### src/vspc_pkg.sv
`timescale 1ns / 1ps

package vspc_pkg;

	// Field widths
	localparam int CAPTURE_BITS = 16;
	localparam int WIDTH_BITS   = 17;
	localparam int LINE_BITS    = 9;
	localparam int COUNT8_BITS  = 8;
	localparam int TOTAL_BITS   = 16;
	localparam int CFG_IDX_BITS = 3;
	localparam int CFG_DATA_BITS = 16;

	// Timer width default
	localparam int TIMER_BITS_DEFAULT = 16;

	// Fixed width windows, inclusive
	localparam logic [WIDTH_BITS-1:0] VS_LO = 17'd55;
	localparam logic [WIDTH_BITS-1:0] VS_HI = 17'd80;
	localparam logic [WIDTH_BITS-1:0] HL_LO = 17'd670;
	localparam logic [WIDTH_BITS-1:0] HL_HI = 17'd710;

	// Half-line counts that mark the field parity
	localparam logic [COUNT8_BITS-1:0] HALF_ODD  = 8'd4;
	localparam logic [COUNT8_BITS-1:0] HALF_EVEN = 8'd5;

	// Register reset values
	localparam logic [15:0]          RST_TIMER_RELOAD = 16'd65535;
	localparam logic [LINE_BITS-1:0] RST_LINES_FIELD  = 9'd305;
	localparam logic [7:0]           RST_VSYNC_ARM    = 8'd6;
	localparam logic [15:0]          RST_LINE_MIN     = 16'd1478;
	localparam logic [15:0]          RST_LINE_MAX     = 16'd1488;

	// Pulse classes
	typedef enum logic [1:0] {
		CLS_NONE  = 2'd0,
		CLS_VSYNC = 2'd1,
		CLS_LINE  = 2'd2,
		CLS_HALF  = 2'd3
	} pulse_class_t;

	// Configuration register indexes
	typedef enum logic [CFG_IDX_BITS-1:0] {
		CFG_TIMER_RELOAD    = 3'd0,
		CFG_LINES_PER_FIELD = 3'd1,
		CFG_VSYNC_ARM_COUNT = 3'd2,
		CFG_LINE_MIN        = 3'd3,
		CFG_LINE_MAX        = 3'd4
	} cfg_idx_t;

endpackage

### src/video_sync_pulse_classifier.sv
`timescale 1ns / 1ps
// Video sync pulse classifier.
// Input channel (in_valid/in_ready, capture_value): one capture timer value per
// detected sync edge. Output channel (out_valid/out_ready): one result per input,
// with the interval since the previous edge, its class, the line count, field end
// and parity flags and the saturating odd/even field totals.
// Config channel (cfg_valid/cfg_ready, cfg_index, cfg_data): always ready; writes
// are expected only while no item is in flight.
// The transfer loads the input register, and the item then moves into the result
// register, where out_valid rises. Throughput: one item per cycle while the receiver
// does not stall; the whole per-edge update is one subtract, a few window compares and
// counter increments in a single stage.
// A stalled receiver holds the result register; the input register still takes
// one more item, after which in_ready drops until the result is taken.
// Reset clears all tracking state, arms half-line detection and loads the register
// defaults (reload 65535, 305 lines, arm count 6, line window 1478..1488).
// TIMER_BITS below 16 keeps only the low timer bits of captures and reload.
module video_sync_pulse_classifier #(
	parameter int TIMER_BITS = vspc_pkg::TIMER_BITS_DEFAULT
) (
	input  logic                                clk,
	input  logic                                arst_n,
	input  logic                                in_valid,
	output logic                                in_ready,
	input  logic [vspc_pkg::CAPTURE_BITS-1:0]   capture_value,
	output logic                                out_valid,
	input  logic                                out_ready,
	output logic [vspc_pkg::WIDTH_BITS-1:0]     pulse_width,
	output logic [1:0]                          pulse_class,
	output logic [vspc_pkg::LINE_BITS-1:0]      line_number,
	output logic                                field_end,
	output logic                                field_odd,
	output logic [vspc_pkg::TOTAL_BITS-1:0]     odd_changes,
	output logic [vspc_pkg::TOTAL_BITS-1:0]     even_changes,
	input  logic                                cfg_valid,
	output logic                                cfg_ready,
	input  logic [vspc_pkg::CFG_IDX_BITS-1:0]   cfg_index,
	input  logic [vspc_pkg::CFG_DATA_BITS-1:0]  cfg_data
);

	localparam int CAP_BITS = (TIMER_BITS < vspc_pkg::CAPTURE_BITS) ?
		TIMER_BITS : vspc_pkg::CAPTURE_BITS;
	localparam int WB = vspc_pkg::WIDTH_BITS;
	localparam int LB = vspc_pkg::LINE_BITS;
	localparam int CB = vspc_pkg::COUNT8_BITS;
	localparam int TB = vspc_pkg::TOTAL_BITS;

	localparam logic [LB-1:0] LINE_TOP  = {LB{1'b1}};
	localparam logic [CB-1:0] COUNT_TOP = {CB{1'b1}};
	localparam logic [TB-1:0] TOTAL_TOP = {TB{1'b1}};

	// Configuration registers
	logic [15:0]   timer_reload_q;
	logic [LB-1:0] lines_per_field_q;
	logic [7:0]    vsync_arm_count_q;
	logic [15:0]   line_min_q;
	logic [15:0]   line_max_q;

	// Tracking state
	logic [CAP_BITS-1:0] prev_capture_q;
	logic [CB-1:0]       vsync_count_q;
	logic [LB-1:0]       line_count_q;
	logic [CB-1:0]       half_count_q;
	logic                line_armed_q;
	logic                half_armed_q;
	logic                parity_q;
	logic [TB-1:0]       odd_total_q;
	logic [TB-1:0]       even_total_q;

	// Input stage
	logic                             valid_s1;
	logic [vspc_pkg::CAPTURE_BITS-1:0] capture_s1;

	// Result register
	logic          out_valid_q;
	logic [WB-1:0] width_q;
	logic [1:0]    class_q;
	logic          fend_q;

	logic advance;

	// Next-state values
	logic [CAP_BITS-1:0] cur;
	logic [CAP_BITS-1:0] reload;
	logic [WB-1:0]       width;
	logic                vs_hit, line_hit, half_hit;
	logic [CB-1:0]       vsync_n, half_n;
	logic [LB-1:0]       line_n;
	logic                line_armed_n, half_armed_n, parity_n, fend_n;
	logic [TB-1:0]       odd_n, even_n;
	vspc_pkg::pulse_class_t cls_n;

	// Handshakes
	assign cfg_ready = 1'b1;
	assign advance   = valid_s1 && (!out_valid_q || out_ready);
	assign in_ready  = !valid_s1 || advance;

	// Config writes
	always_ff @(posedge clk or negedge arst_n) begin
		if (!arst_n) begin
			timer_reload_q    <= vspc_pkg::RST_TIMER_RELOAD;
			lines_per_field_q <= vspc_pkg::RST_LINES_FIELD;
			vsync_arm_count_q <= vspc_pkg::RST_VSYNC_ARM;
			line_min_q        <= vspc_pkg::RST_LINE_MIN;
			line_max_q        <= vspc_pkg::RST_LINE_MAX;
		end else if (cfg_valid && cfg_ready) begin
			unique case (vspc_pkg::cfg_idx_t'(cfg_index))
				vspc_pkg::CFG_TIMER_RELOAD:    timer_reload_q    <= cfg_data;
				vspc_pkg::CFG_LINES_PER_FIELD: lines_per_field_q <= cfg_data[LB-1:0];
				vspc_pkg::CFG_VSYNC_ARM_COUNT: vsync_arm_count_q <= cfg_data[7:0];
				vspc_pkg::CFG_LINE_MIN:        line_min_q        <= cfg_data;
				vspc_pkg::CFG_LINE_MAX:        line_max_q        <= cfg_data;
				default: ;
			endcase
		end
	end

	// Input register
	always_ff @(posedge clk or negedge arst_n) begin
		if (!arst_n) begin
			valid_s1 <= 1'b0;
		end else if (in_ready) begin
			valid_s1 <= in_valid;
		end
	end

	always_ff @(posedge clk) begin
		if (in_valid && in_ready) begin
			capture_s1 <= capture_value;
		end
	end

	// Interval with wrap at reload plus one
	always_comb begin
		cur    = capture_s1[CAP_BITS-1:0];
		reload = timer_reload_q[CAP_BITS-1:0];
		if (cur >= prev_capture_q) begin
			width = WB'(cur) - WB'(prev_capture_q);
		end else begin
			width = WB'(cur) + WB'(reload) + WB'(1) - WB'(prev_capture_q);
		end
	end

	// Classification and counter update, checks in order vsync, line, half
	always_comb begin
		vsync_n      = vsync_count_q;
		line_n       = line_count_q;
		half_n       = half_count_q;
		line_armed_n = line_armed_q;
		half_armed_n = half_armed_q;
		parity_n     = parity_q;
		odd_n        = odd_total_q;
		even_n       = even_total_q;
		fend_n       = 1'b0;
		cls_n        = vspc_pkg::CLS_NONE;

		vs_hit = (width >= vspc_pkg::VS_LO) && (width <= vspc_pkg::VS_HI);
		if (vs_hit) begin
			vsync_n      = (vsync_n != COUNT_TOP) ? vsync_n + CB'(1) : COUNT_TOP;
			line_armed_n = 1'b1;
			if (vsync_n >= vsync_arm_count_q) begin
				half_armed_n = 1'b1;
			end
			cls_n = vspc_pkg::CLS_VSYNC;
		end

		line_hit = (width >= WB'(line_min_q)) && (width <= WB'(line_max_q)) && line_armed_n;
		if (line_hit) begin
			line_n       = (line_n != LINE_TOP) ? line_n + LB'(1) : LINE_TOP;
			half_n       = '0;
			half_armed_n = 1'b0;
			if (line_n == lines_per_field_q) begin
				line_armed_n = 1'b0;
				line_n       = '0;
				vsync_n      = '0;
				fend_n       = 1'b1;
			end
			if (cls_n == vspc_pkg::CLS_NONE) begin
				cls_n = vspc_pkg::CLS_LINE;
			end
		end

		half_hit = (width >= vspc_pkg::HL_LO) && (width <= vspc_pkg::HL_HI) && half_armed_n;
		if (half_hit) begin
			half_n = (half_n != COUNT_TOP) ? half_n + CB'(1) : COUNT_TOP;
			if (half_n == vspc_pkg::HALF_ODD) begin
				parity_n = 1'b1;
				odd_n    = (odd_n != TOTAL_TOP) ? odd_n + TB'(1) : TOTAL_TOP;
			end else if (half_n == vspc_pkg::HALF_EVEN) begin
				parity_n = 1'b0;
				even_n   = (even_n != TOTAL_TOP) ? even_n + TB'(1) : TOTAL_TOP;
			end
			if (cls_n == vspc_pkg::CLS_NONE) begin
				cls_n = vspc_pkg::CLS_HALF;
			end
		end
	end

	// Tracking state, updated as each item moves into the result register
	always_ff @(posedge clk or negedge arst_n) begin
		if (!arst_n) begin
			prev_capture_q <= '0;
			vsync_count_q  <= '0;
			line_count_q   <= '0;
			half_count_q   <= '0;
			line_armed_q   <= 1'b0;
			half_armed_q   <= 1'b1;
			parity_q       <= 1'b0;
			odd_total_q    <= '0;
			even_total_q   <= '0;
		end else if (advance) begin
			prev_capture_q <= cur;
			vsync_count_q  <= vsync_n;
			line_count_q   <= line_n;
			half_count_q   <= half_n;
			line_armed_q   <= line_armed_n;
			half_armed_q   <= half_armed_n;
			parity_q       <= parity_n;
			odd_total_q    <= odd_n;
			even_total_q   <= even_n;
		end
	end

	// Result register valid
	always_ff @(posedge clk or negedge arst_n) begin
		if (!arst_n) begin
			out_valid_q <= 1'b0;
		end else if (advance) begin
			out_valid_q <= 1'b1;
		end else if (out_ready) begin
			out_valid_q <= 1'b0;
		end
	end

	// Result payload
	always_ff @(posedge clk) begin
		if (advance) begin
			width_q <= width;
			class_q <= cls_n;
			fend_q  <= fend_n;
		end
	end

	assign out_valid    = out_valid_q;
	assign pulse_width  = width_q;
	assign pulse_class  = class_q;
	assign line_number  = line_count_q;
	assign field_end    = fend_q;
	assign field_odd    = parity_q;
	assign odd_changes  = odd_total_q;
	assign even_changes = even_total_q;

endmodule

### config.mk
export PLATFORM = sky130hd
export DESIGN_NAME = video_sync_pulse_classifier
export DESIGN_NICKNAME = d
export VERILOG_FILES = /design/src/vspc_pkg.sv /design/src/video_sync_pulse_classifier.sv
export SDC_FILE = /design/constraint.sdc
export NUM_CORES = 1
export LEC_CHECK = 0
export ABC_CLOCK_PERIOD_IN_PS = 7750
export BUFFER_PORTS_ARGS = -buffer_cell sky130_fd_sc_hd__buf_2
export CAP_MARGIN = 10
export CELL_PAD_IN_SITES_DETAIL_PLACEMENT = 1
export CELL_PAD_IN_SITES_GLOBAL_PLACEMENT = 2
export CORE_MARGIN = 10
export CORE_UTILIZATION = 30
export CTS_CLUSTER_DIAMETER = 150
export CTS_CLUSTER_SIZE = 24
export DETAILED_ROUTE_END_ITERATION = 8
export HOLD_SLACK_MARGIN = 0.02
export PLACE_DENSITY_LB_ADDON = 0.15
export SYNTH_ARGS = -nofsm -noshare
export SYNTH_HDL_FRONTEND = slang
export SYNTH_SLANG_ARGS = --single-unit
### constraint.sdc
create_clock -name clk -period 7.75 [get_ports clk]
set_input_delay 1.1625 -clock clk [delete_from_list [all_inputs] [get_ports clk]]
set_output_delay 1.1625 -clock clk [all_outputs]
set_load 0.005 [all_outputs]
==> results of run 1 <==
==> through the flow <==
step	setup TNS [ps]	setup slack, ps	utilization [%]	total power [W]	hold WS, ps
5_1_grt	-280	-52.9	37.1	0.00477	533
2_1_floorplan	0	271	-	0.00250	457
4_1_cts	0	10.9	36.2	0.00433	510
3_3_place_gp	0	49.3	34.3	0.00325	481
3_5_place_dp	-1790	-169	34.3	0.00327	488
6_report	0	273	37.1	0.00442	508
==> path summary, 6_finish.rpt <==
kind                       slack (ps)                 end  cells past startpoint          start
max in group asynchronous        5620    vsync_count_q[5]                      2         arst_n
hold / removal                    510       line_min_q[5]                      1  line_min_q[5]
setup / recovery                  270      odd_changes[3]                     37      reload[6]
setup reg to reg                  270      odd_changes[3]                     37      reload[6]
min in group asynchronous         710  prev_capture_q[10]                      1         arst_n
hold reg to reg                   510       line_min_q[5]                      1  line_min_q[5]
==> cell type report <==
cell class	instances	area (um^2)	share of cell area (%)
Timing Repair Buffer	178	1110	7.75
Multi-Input combinational cell	910	6760	47.1
Sequential cell	179	4700	32.8
Clock inverter	11	133	0.924
Tap cell	518	648	4.51
Inverter	136	510	3.56
Clock buffer	21	492	3.43
==> cells in the final DEF (no fill, tap or decap), drive strengths merged, types with 21 or more instances in the layout <==
cell type  instances
edfxtp            36
ha                76
o21ai            102
a21o              23
nand2b            21
nand2            134
and3              35
dfrtp            109
buf              178
nand4             27
nor2              54
inv              143
dfstp             34
a21oi             60
mux2              46
nand3             52
a31oi             24
clkbuf            21
==> logic make-up (layout without fill, tap and decap cells) <==
kind of cell    after synthesis  after routing  share of synthesized area, %
simple gates                426            426                          19.0
buf+inv                     179            346                          5.93
mux                          54             54                          5.07
other cells                   1              1                        0.0318
flops                       179            179                          39.9
xor+xnor                     33             33                          2.45
compound gates              303            303                          16.6
fa+ha+maj                    93             93                          11.0
==> what timing repair did <==
action	4_1_cts	5_1_grt
resized for setup	18	56
pin swaps	5	35
endpoints found under the hold margin	0	0
setup buffers	7	6
cloned	0	0
setup endpoints to repair	33	33
==> routing by layer <==
metal  part of all wire (%)  GRT usage, %  vias up
li1                       -             -     4841
met2                     49          27.4      105
met4                    1.1          3.77        0
met3                    2.9          2.65       20
met5                      0             0        -
met1                     47          21.0     4911
==> registers in the layout (all words and copies together), names as in the netlist, 2 cells and up <==
name and cells:
pulse_width 17, capture_s1 16, even_changes 16, line_max_q 16, line_min_q 16, odd_changes 16, prev_capture_q 16, reload 16
line_number 9, lines_per_field_q 9, half_count_q 8, vsync_arm_count_q 8, vsync_count_q 8, pulse_class 2
==> power by group through the flow <==
stage	clock network, W	registers, W	logic [W]
after floorplan	0	0.00122	0.00128
after global placement	0	0.00123	0.00202
after detailed placement	0	0.00123	0.00204
after CTS	0.000980	0.00122	0.00214
after global routing	0.00101	0.00123	0.00253
final	0.000942	0.00121	0.00226
==> results.md, run 1 <==
* Die H at 218 um
* Area Overhead vs Synth at 21.8%
* Crit-path slowest cell: or4_4
* Global placer's final weighted congestion at 0.816
* Seq pwr share at 27.5%
* Final worst path period share at 96.5%
* Relative slew slack at 30.2%
* Seq/Total Area, Yosys at 39.9%
* Core ar. at 0.0387 mm^2
* CTS tree: yes
* Layout cells sized above 1 at 24.9%
* Fmax at 134 MHz
* Synth area leaders: dfrtp_1 (23%), edfxtp_1 (9.2%), ha_1 (8.1%), dfstp_2 (7.6%), inv_1 (4.3%)
* Row cnt at 72
* Drt via density at 5.06
* CTS H-tree lvls at 4
* Die area at 0.0476 mm^2
* Number of global-route vias before repair at 10,400
* I/O pin count at 105
* Die X at 218 um
* Warnings, synthesis at 0
* Crit-path leading delay family: simple AND/OR/NAND/NOR gates
* First-pass GRT wire length at 60.4 mm
* Largest net degree at the start of global routing at 82
* Clock group share of total power at 21.3%
* CP required at 8160 ps
* CTS buffer count at 17
* Run status: completed
* Number of buffers and inverters on the critical path at 9
* Max-slew violation count at 0
* Starting density of the core at 30.4%
* Routed WL at 38.0 mm
* Most common flop cell mapped by yosys: dfrtp_1
* Synthesized area per cell at 9.29 um^2
* Combinational Power Share at 51.2%
* Sinks on Clock Net at 179
* Top-count cell post-synth: inv_1
* Crit path kind: flip-flop to flip-flop
* Drt pass-1 iters at 4
* Synth Register Bits at 179
* Crit path capture type: flip-flop
* Top post-synthesis cells by count: inv_1 (135), nand2_1 (133), dfrtp_1 (109)
* Placed cells at 1,908
* Post-synth top area cell: dfrtp_1
* Longest Clk Path Bufs at 2
* Crit path time final at 7480 ps
* Internal power at 0.00266 W
* Synth top area share at 23.1%
* Fin area at 0.0144 mm^2
* I/O Buffers at 103
* Number of synthesized flops with an enable pin at 36
* Arrival time at the worst endpoint at 7880 ps
* Final setup violation count at 0
* WL per Instance at 19.4 um
* Critical-path maximum fanout at 6
* Initial antenna violation count at 0
* Nets at 1,555
* Reg clk slew, reported paths at 80 ps
* Final Skew at 13.7 ps
* DR iter-0 viols at 424
* Switching share of total power at 39.7%
* Worst-Margin Slew at 1040 ps
* Pwr Density at 308 mW/mm^2
* CP peak stage delay at 550 ps
* Area post-placement at 0.0133 mm^2
* Net switching power at 0.00176 W
* Worst-Skew Late Latency at 470 ps
* Antenna cells at 0
* Synthesized area at 0.0118 mm^2
* DP Wirelength at 28.6 mm
* Total grt overflow at 0
* Number of max-cap violations at 0
* Non-Filler Instances at 1,953
* Synth cell types at 91
* Post-synth ARST share at 79.9%
* Crit-path most repeated cell: buf_4
* Root buf cell: clkbuf_16
* Via count at 9,877
* Gr usage total at 16.1%
* Net Count, Synth at 1,401
* CTS Hold Bufs at 0
* Critical Path Source Type: flip-flop
* Mapped Cells at 1,268
* # DRC at 0
* Leak at 6.61 nW
* VDD IR max at 0.000159 V
* Worst Hold Class: flip-flop to flip-flop
* FILL cells at 4,485
* Antenna Nets Post-Route at 0
* Fin. Hold Viols at 0
Power figures use the tool's default switching activity.
==> run 2: changes to the inputs <==
--- a/config.mk
+++ b/config.mk
@@ -17,6 +17,7 @@
 export DETAILED_ROUTE_END_ITERATION = 8
 export HOLD_SLACK_MARGIN = 0.02
 export PLACE_DENSITY_LB_ADDON = 0.15
+export REMOVE_ABC_BUFFERS = 1
 export SYNTH_ARGS = -nofsm -noshare
 export SYNTH_HDL_FRONTEND = slang
 export SYNTH_SLANG_ARGS = --single-unit
==> run 2 against run 1 <==
Final cell count grew 0.82%; power rose by 1.2%; non-clock buffer count is 16 higher; design area barely moved; register-to-register slack about the same; hold slack hardly changed; critical endpoint is now odd_changes[11]; critical path depth down 6; via count grew 1.8%; largest cell class unchanged; sequential cell count did not move; global-route usage is 0.22 points higher; combinational power grew 5%.
==> results.md, run 2 (synthesis gave the netlist of run 1 again) <==
* Die area at 0.0476 mm^2
* Antenna cells at 0
* Crit path kind: flip-flop to flip-flop
* Antenna Nets Post-Route at 0
* R2R setup slack at 280 ps
* Relative slew slack at 32.2%
* Die H at 218 um
* Global placer's final weighted congestion at 0.844
* Worst setup endpoint: odd_changes[11]
* CP required at 8150 ps
* Fin. Hold Viols at 0
* RR Endpoint: odd_changes[11]
* DP Wirelength at 29.3 mm
* CP peak stage delay at 560 ps
* Initial antenna violation count at 1
* Reg clk slew, reported paths at 80 ps
* Number of global-route vias before repair at 10,600
* Most frequent cells in the layout: inv_1 (133), nand2_1 (133), dfrtp_1 (109)
* Worst-Skew Late Latency at 470 ps
* Worst-Margin Slew at 1010 ps
* Crit path time final at 7470 ps
* Crit path capture type: flip-flop
* Crit path from: reload[3]
* Nets at 1,571
* Number of max-cap violations at 0
* CTS H-tree lvls at 4
* Sinks on Clock Net at 179
* RR Startpoint: reload[3]
* Core ar. at 0.0387 mm^2
* I/O pin count at 105
* Max-slew violation count at 0
* WP depth at 31
* Arrival time at the worst endpoint at 7870 ps
* Root buf cell: clkbuf_16
* Largest net degree at the start of global routing at 82
* Routed WL at 38.7 mm
* Longest Clk Path Bufs at 2
* Overall power at 0.00448 W
* Area post-placement at 0.0134 mm^2
* Run status: completed
* Number of buffers and inverters on the critical path at 3
* Number of flip-flops in the largest register at 17
* Core Util, Final at 37.1%
* Fin area at 0.0144 mm^2
* Pwr Density at 312 mW/mm^2
* Total grt overflow at 0
* WL per Instance at 19.7 um
* # DRC at 0
* Final setup violation count at 0
* Crit-path slowest cell: or4_4
* GR met2 Demand/Resource at 26.6%
* Gr usage total at 16.4%
* Fmax at 134 MHz
* Area Overhead vs Synth at 21.9%
* Starting density of the core at 30.4%
* Crit-path leading delay family: simple AND/OR/NAND/NOR gates
* Met3 Usage GRT at 3.19%
* Met1 usage at 21.7%
* Drt via density at 5.11
* CTS tree: yes
* Final worst path period share at 96.3%
* Hold Crit Depth at 1
* Leak at 6.68 nW
* CTS Hold Bufs at 0
* Critical-path maximum fanout at 6
* Worst Hold Class: flip-flop to flip-flop
* Die X at 218 um
* Gr busiest metal: met2
* Via count at 10,100
* First-pass GRT wire length at 61.2 mm
* Layout cells sized above 1 at 24.9%
* I/O Buffers at 103
* Row cnt at 72
* FF-to-FF path depth at 31
* Final Skew at 15.0 ps
* CTS buffer count at 17
* Placed cells at 1,930
* Drt pass-1 iters at 5
* VDD IR max at 0.000193 V
* Critical Path Source Type: flip-flop
* DR iter-0 viols at 402
* Non-Filler Instances at 1,969
run 2: repair_timing:
item / in CTS / in global routing
setup buffers: 1 / 4
resized for setup: 4 / 48
setup endpoints to repair: 14 / 33
pin swaps: 1 / 29
gates cloned: 0 / 2
run 2: layout make-up:
class / count / area (um^2)
Clock buffer: 18 / 450
Clock inverter: 14 / 133
Fill cell: 4478 / 24400
Inverter: 136 / 510
Multi-Input combinational cell: 910 / 6690
Sequential cell: 179 / 4700
Tap cell: 518 / 648
Timing Repair Buffer: 194 / 1240
run 2: where the power goes:
part	total (W)	internal, W	switching, W	leakage (nW)
sequential	0.00121	0.00114	0.0000711	2.11
combinational	0.00237	0.00105	0.00132	4.28
clock	0.000888	0.000446	0.000443	0.291
total	0.00448	0.00264	0.00183	6.68
run 2: per-layer routing:
| layer | wire length, um | vias up |
|---|---|---|
| met3 | 1170 | 27 |
| li1 | - | 4871 |
| met5 | 18 | - |
| met4 | 584 | 2 |
| met1 | 18600 | 5036 |
| met2 | 18400 | 122 |
run 2: per-stage QoR:
stage,setup slack (ps),TNS (ps),hold slack (ps)
after floorplan,26.9,0,457
after global placement,101,0,488
after detailed placement,-94.3,-129,494
after CTS,10.1,0,511
after global routing,-72.4,-464,539
final,284,0,508
run 2: worst min-delay path by stage:
| stage | slack (ps) | start | to |
|---|---|---|---|
| floorplan | 460 | valid_s1 | out_valid |
| global placement | 490 | line_min_q[11] | line_min_q[11] |
| detailed placement | 490 | line_min_q[14] | line_min_q[14] |
| CTS | 510 | line_max_q[6] | line_max_q[6] |
| global route | 540 | line_min_q[4] | line_min_q[4] |
| finish | 510 | valid_s1 | out_valid |
==> run 3: changes to the inputs <==
--- a/config.mk
+++ b/config.mk
@@ -11,7 +11,7 @@
 export CELL_PAD_IN_SITES_DETAIL_PLACEMENT = 1
 export CELL_PAD_IN_SITES_GLOBAL_PLACEMENT = 2
 export CORE_MARGIN = 10
-export CORE_UTILIZATION = 30
+export CORE_UTILIZATION = 35
 export CTS_CLUSTER_DIAMETER = 150
 export CTS_CLUSTER_SIZE = 24
 export DETAILED_ROUTE_END_ITERATION = 8
==> run 3 against run 2 <==
Fmax is 0.68% higher; clock-buffer cell count is 2 higher; utilization is 5.2 points higher; design area is 1.9% lower; critical path depth stayed put; hold slack worse by 10 ps; first-iteration DRC count is 73% higher.
==> results.md, run 3 (synthesis gave the netlist of run 1 again) <==
* Run status: completed
* GR met2 Demand/Resource at 29.9%
* DR iter-0 viols at 694
* R2R setup slack at 330 ps
* Initial antenna violation count at 0
* Layout cells sized above 1 at 23.8%
* VDD IR max at 0.000194 V
* Area post-placement at 0.0131 mm^2
* Antenna Nets Post-Route at 0
* Pwr Density at 304 mW/mm^2
* Overall power at 0.00429 W
* Crit path capture type: flip-flop
* Largest net degree at the start of global routing at 85
* Setup WS pre-CTS at -336 ps
* Final worst path period share at 95.7%
* Critical Path Source Type: flip-flop
* Sinks on Clock Net at 179
* Core ar. at 0.0334 mm^2
* Met3 Usage GRT at 3.59%
* Non-Filler Instances at 1,871
* Routed WL at 37.0 mm
* Fin. Hold Viols at 0
* CTS buffer count at 17
* Antenna cells at 0
* I/O pin count at 105
* Fin area at 0.0141 mm^2
* Arrival time at the worst endpoint at 7750 ps
* Drt pass-1 iters at 4
* Area Overhead vs Synth at 19.7%
* CP required at 8080 ps
* # DRC at 0
* Global placer's final weighted congestion at 0.818
* Nets at 1,543
* Gr busiest metal: met2
* Crit-path most repeated cell: or4_4
* Gr usage total at 18.2%
* CTS tree: yes
* Max-slew violation count at 0
* Reg clk slew, reported paths at 70 ps
* Root buf cell: clkbuf_16
* Starting density of the core at 35.3%
* Crit path time final at 7420 ps
* Most frequent cells in the layout: inv_1 (133), nand2_1 (133), dfrtp_1 (109)
* Die H at 204 um
* Number of flip-flops in the largest register at 17
* Crit path kind: flip-flop to flip-flop
* Die X at 204 um
* Relative slew slack at 31.5%
* WL per Instance at 19.8 um
* Number of global-route vias before repair at 10,600
* DP Wirelength at 27.9 mm
* Final Skew at 10.1 ps
* Hold Crit Depth at 1
* Leak at 6.50 nW
* Fmax at 135 MHz
* I/O Buffers at 103
* PnR worst setup slack at 334 ps
* Final setup violation count at 0
* Worst-Margin Slew at 1020 ps
* Via count at 9,954
* FF-to-FF path depth at 31
* Setup_tns at 0 ps
* CTS H-tree lvls at 4
* Critical-path maximum fanout at 6
* First-pass GRT wire length at 60.0 mm
* CP peak stage delay at 560 ps
* Placed cells at 1,825
* Drt via density at 5.32
* Number of max-cap violations at 0
* Total grt overflow at 0
* Die area at 0.0414 mm^2
* Worst-Skew Late Latency at 450 ps
* Worst Hold Class: flip-flop to flip-flop
* Longest Clk Path Bufs at 2
* Crit-path slowest cell: or4_4
* Row cnt at 67
* Met1 usage at 24.1%
-- run 3: through the flow --
stage	hold slack (ps)	util, %
after floorplan	457	-
after global routing	525	42.3
after CTS	507	41.4
after detailed placement	497	39.2
final	498	42.3
after global placement	488	39.2
-- run 3: routing by layer --
| metal | vias to the layer above | part of all wire (%) |
|---|---|---|
| met4 | 0 | 1.3 |
| met1 | 4981 | 48 |
| met5 | - | 0 |
| met3 | 20 | 3.1 |
| li1 | 4826 | - |
| met2 | 127 | 48 |
-- run 3: timing repair --
item,in CTS,in global routing
cloned,2,0
gates resized for setup,16,49
endpoints found under the setup margin,33,33
hold buffers,0,0
setup buffers,4,8
pin swaps,4,19
-- run 3: worst paths after layout --
path                            startpoint            endpoint
worst max register to register   reload[8]     odd_changes[15]
min in group asynchronous           arst_n  prev_capture_q[11]
worst max-delay path             reload[8]     odd_changes[15]
max in group asynchronous           arst_n       line_min_q[4]
worst min register to register    valid_s1           out_valid
worst min-delay path              valid_s1           out_valid
-- run 3: area by class of cell --
cell class                 count  area, um^2
clock inverter                12         125
timing repair buffer         165        1020
fill                        3944       19300
tap                          448         561
clock buffer                  20         447
inverter                     136         510
multi-input combinational    911        6730
sequential                   179        4700
-- run 3: power by group --
group | switching, W | internal, W
combinational | 0.00126 | 0.000943
sequential | 0.0000711 | 0.00114
clock | 0.000413 | 0.000458
-- run 3: critical path, delay by kind of cell (launching register included) --
| family | cells | cell delay [ps] |
|---|---|---|
| AND/OR/NAND/NOR | 12 | 3100 |
| adder cells (fa/ha/maj) | 4 | 1380 |
| AO/OA/AOI/OAI | 9 | 1300 |
| multiplexers | 3 | 690 |
| flip-flops | 1 | 530 |
| buffers and inverters | 3 | 260 |
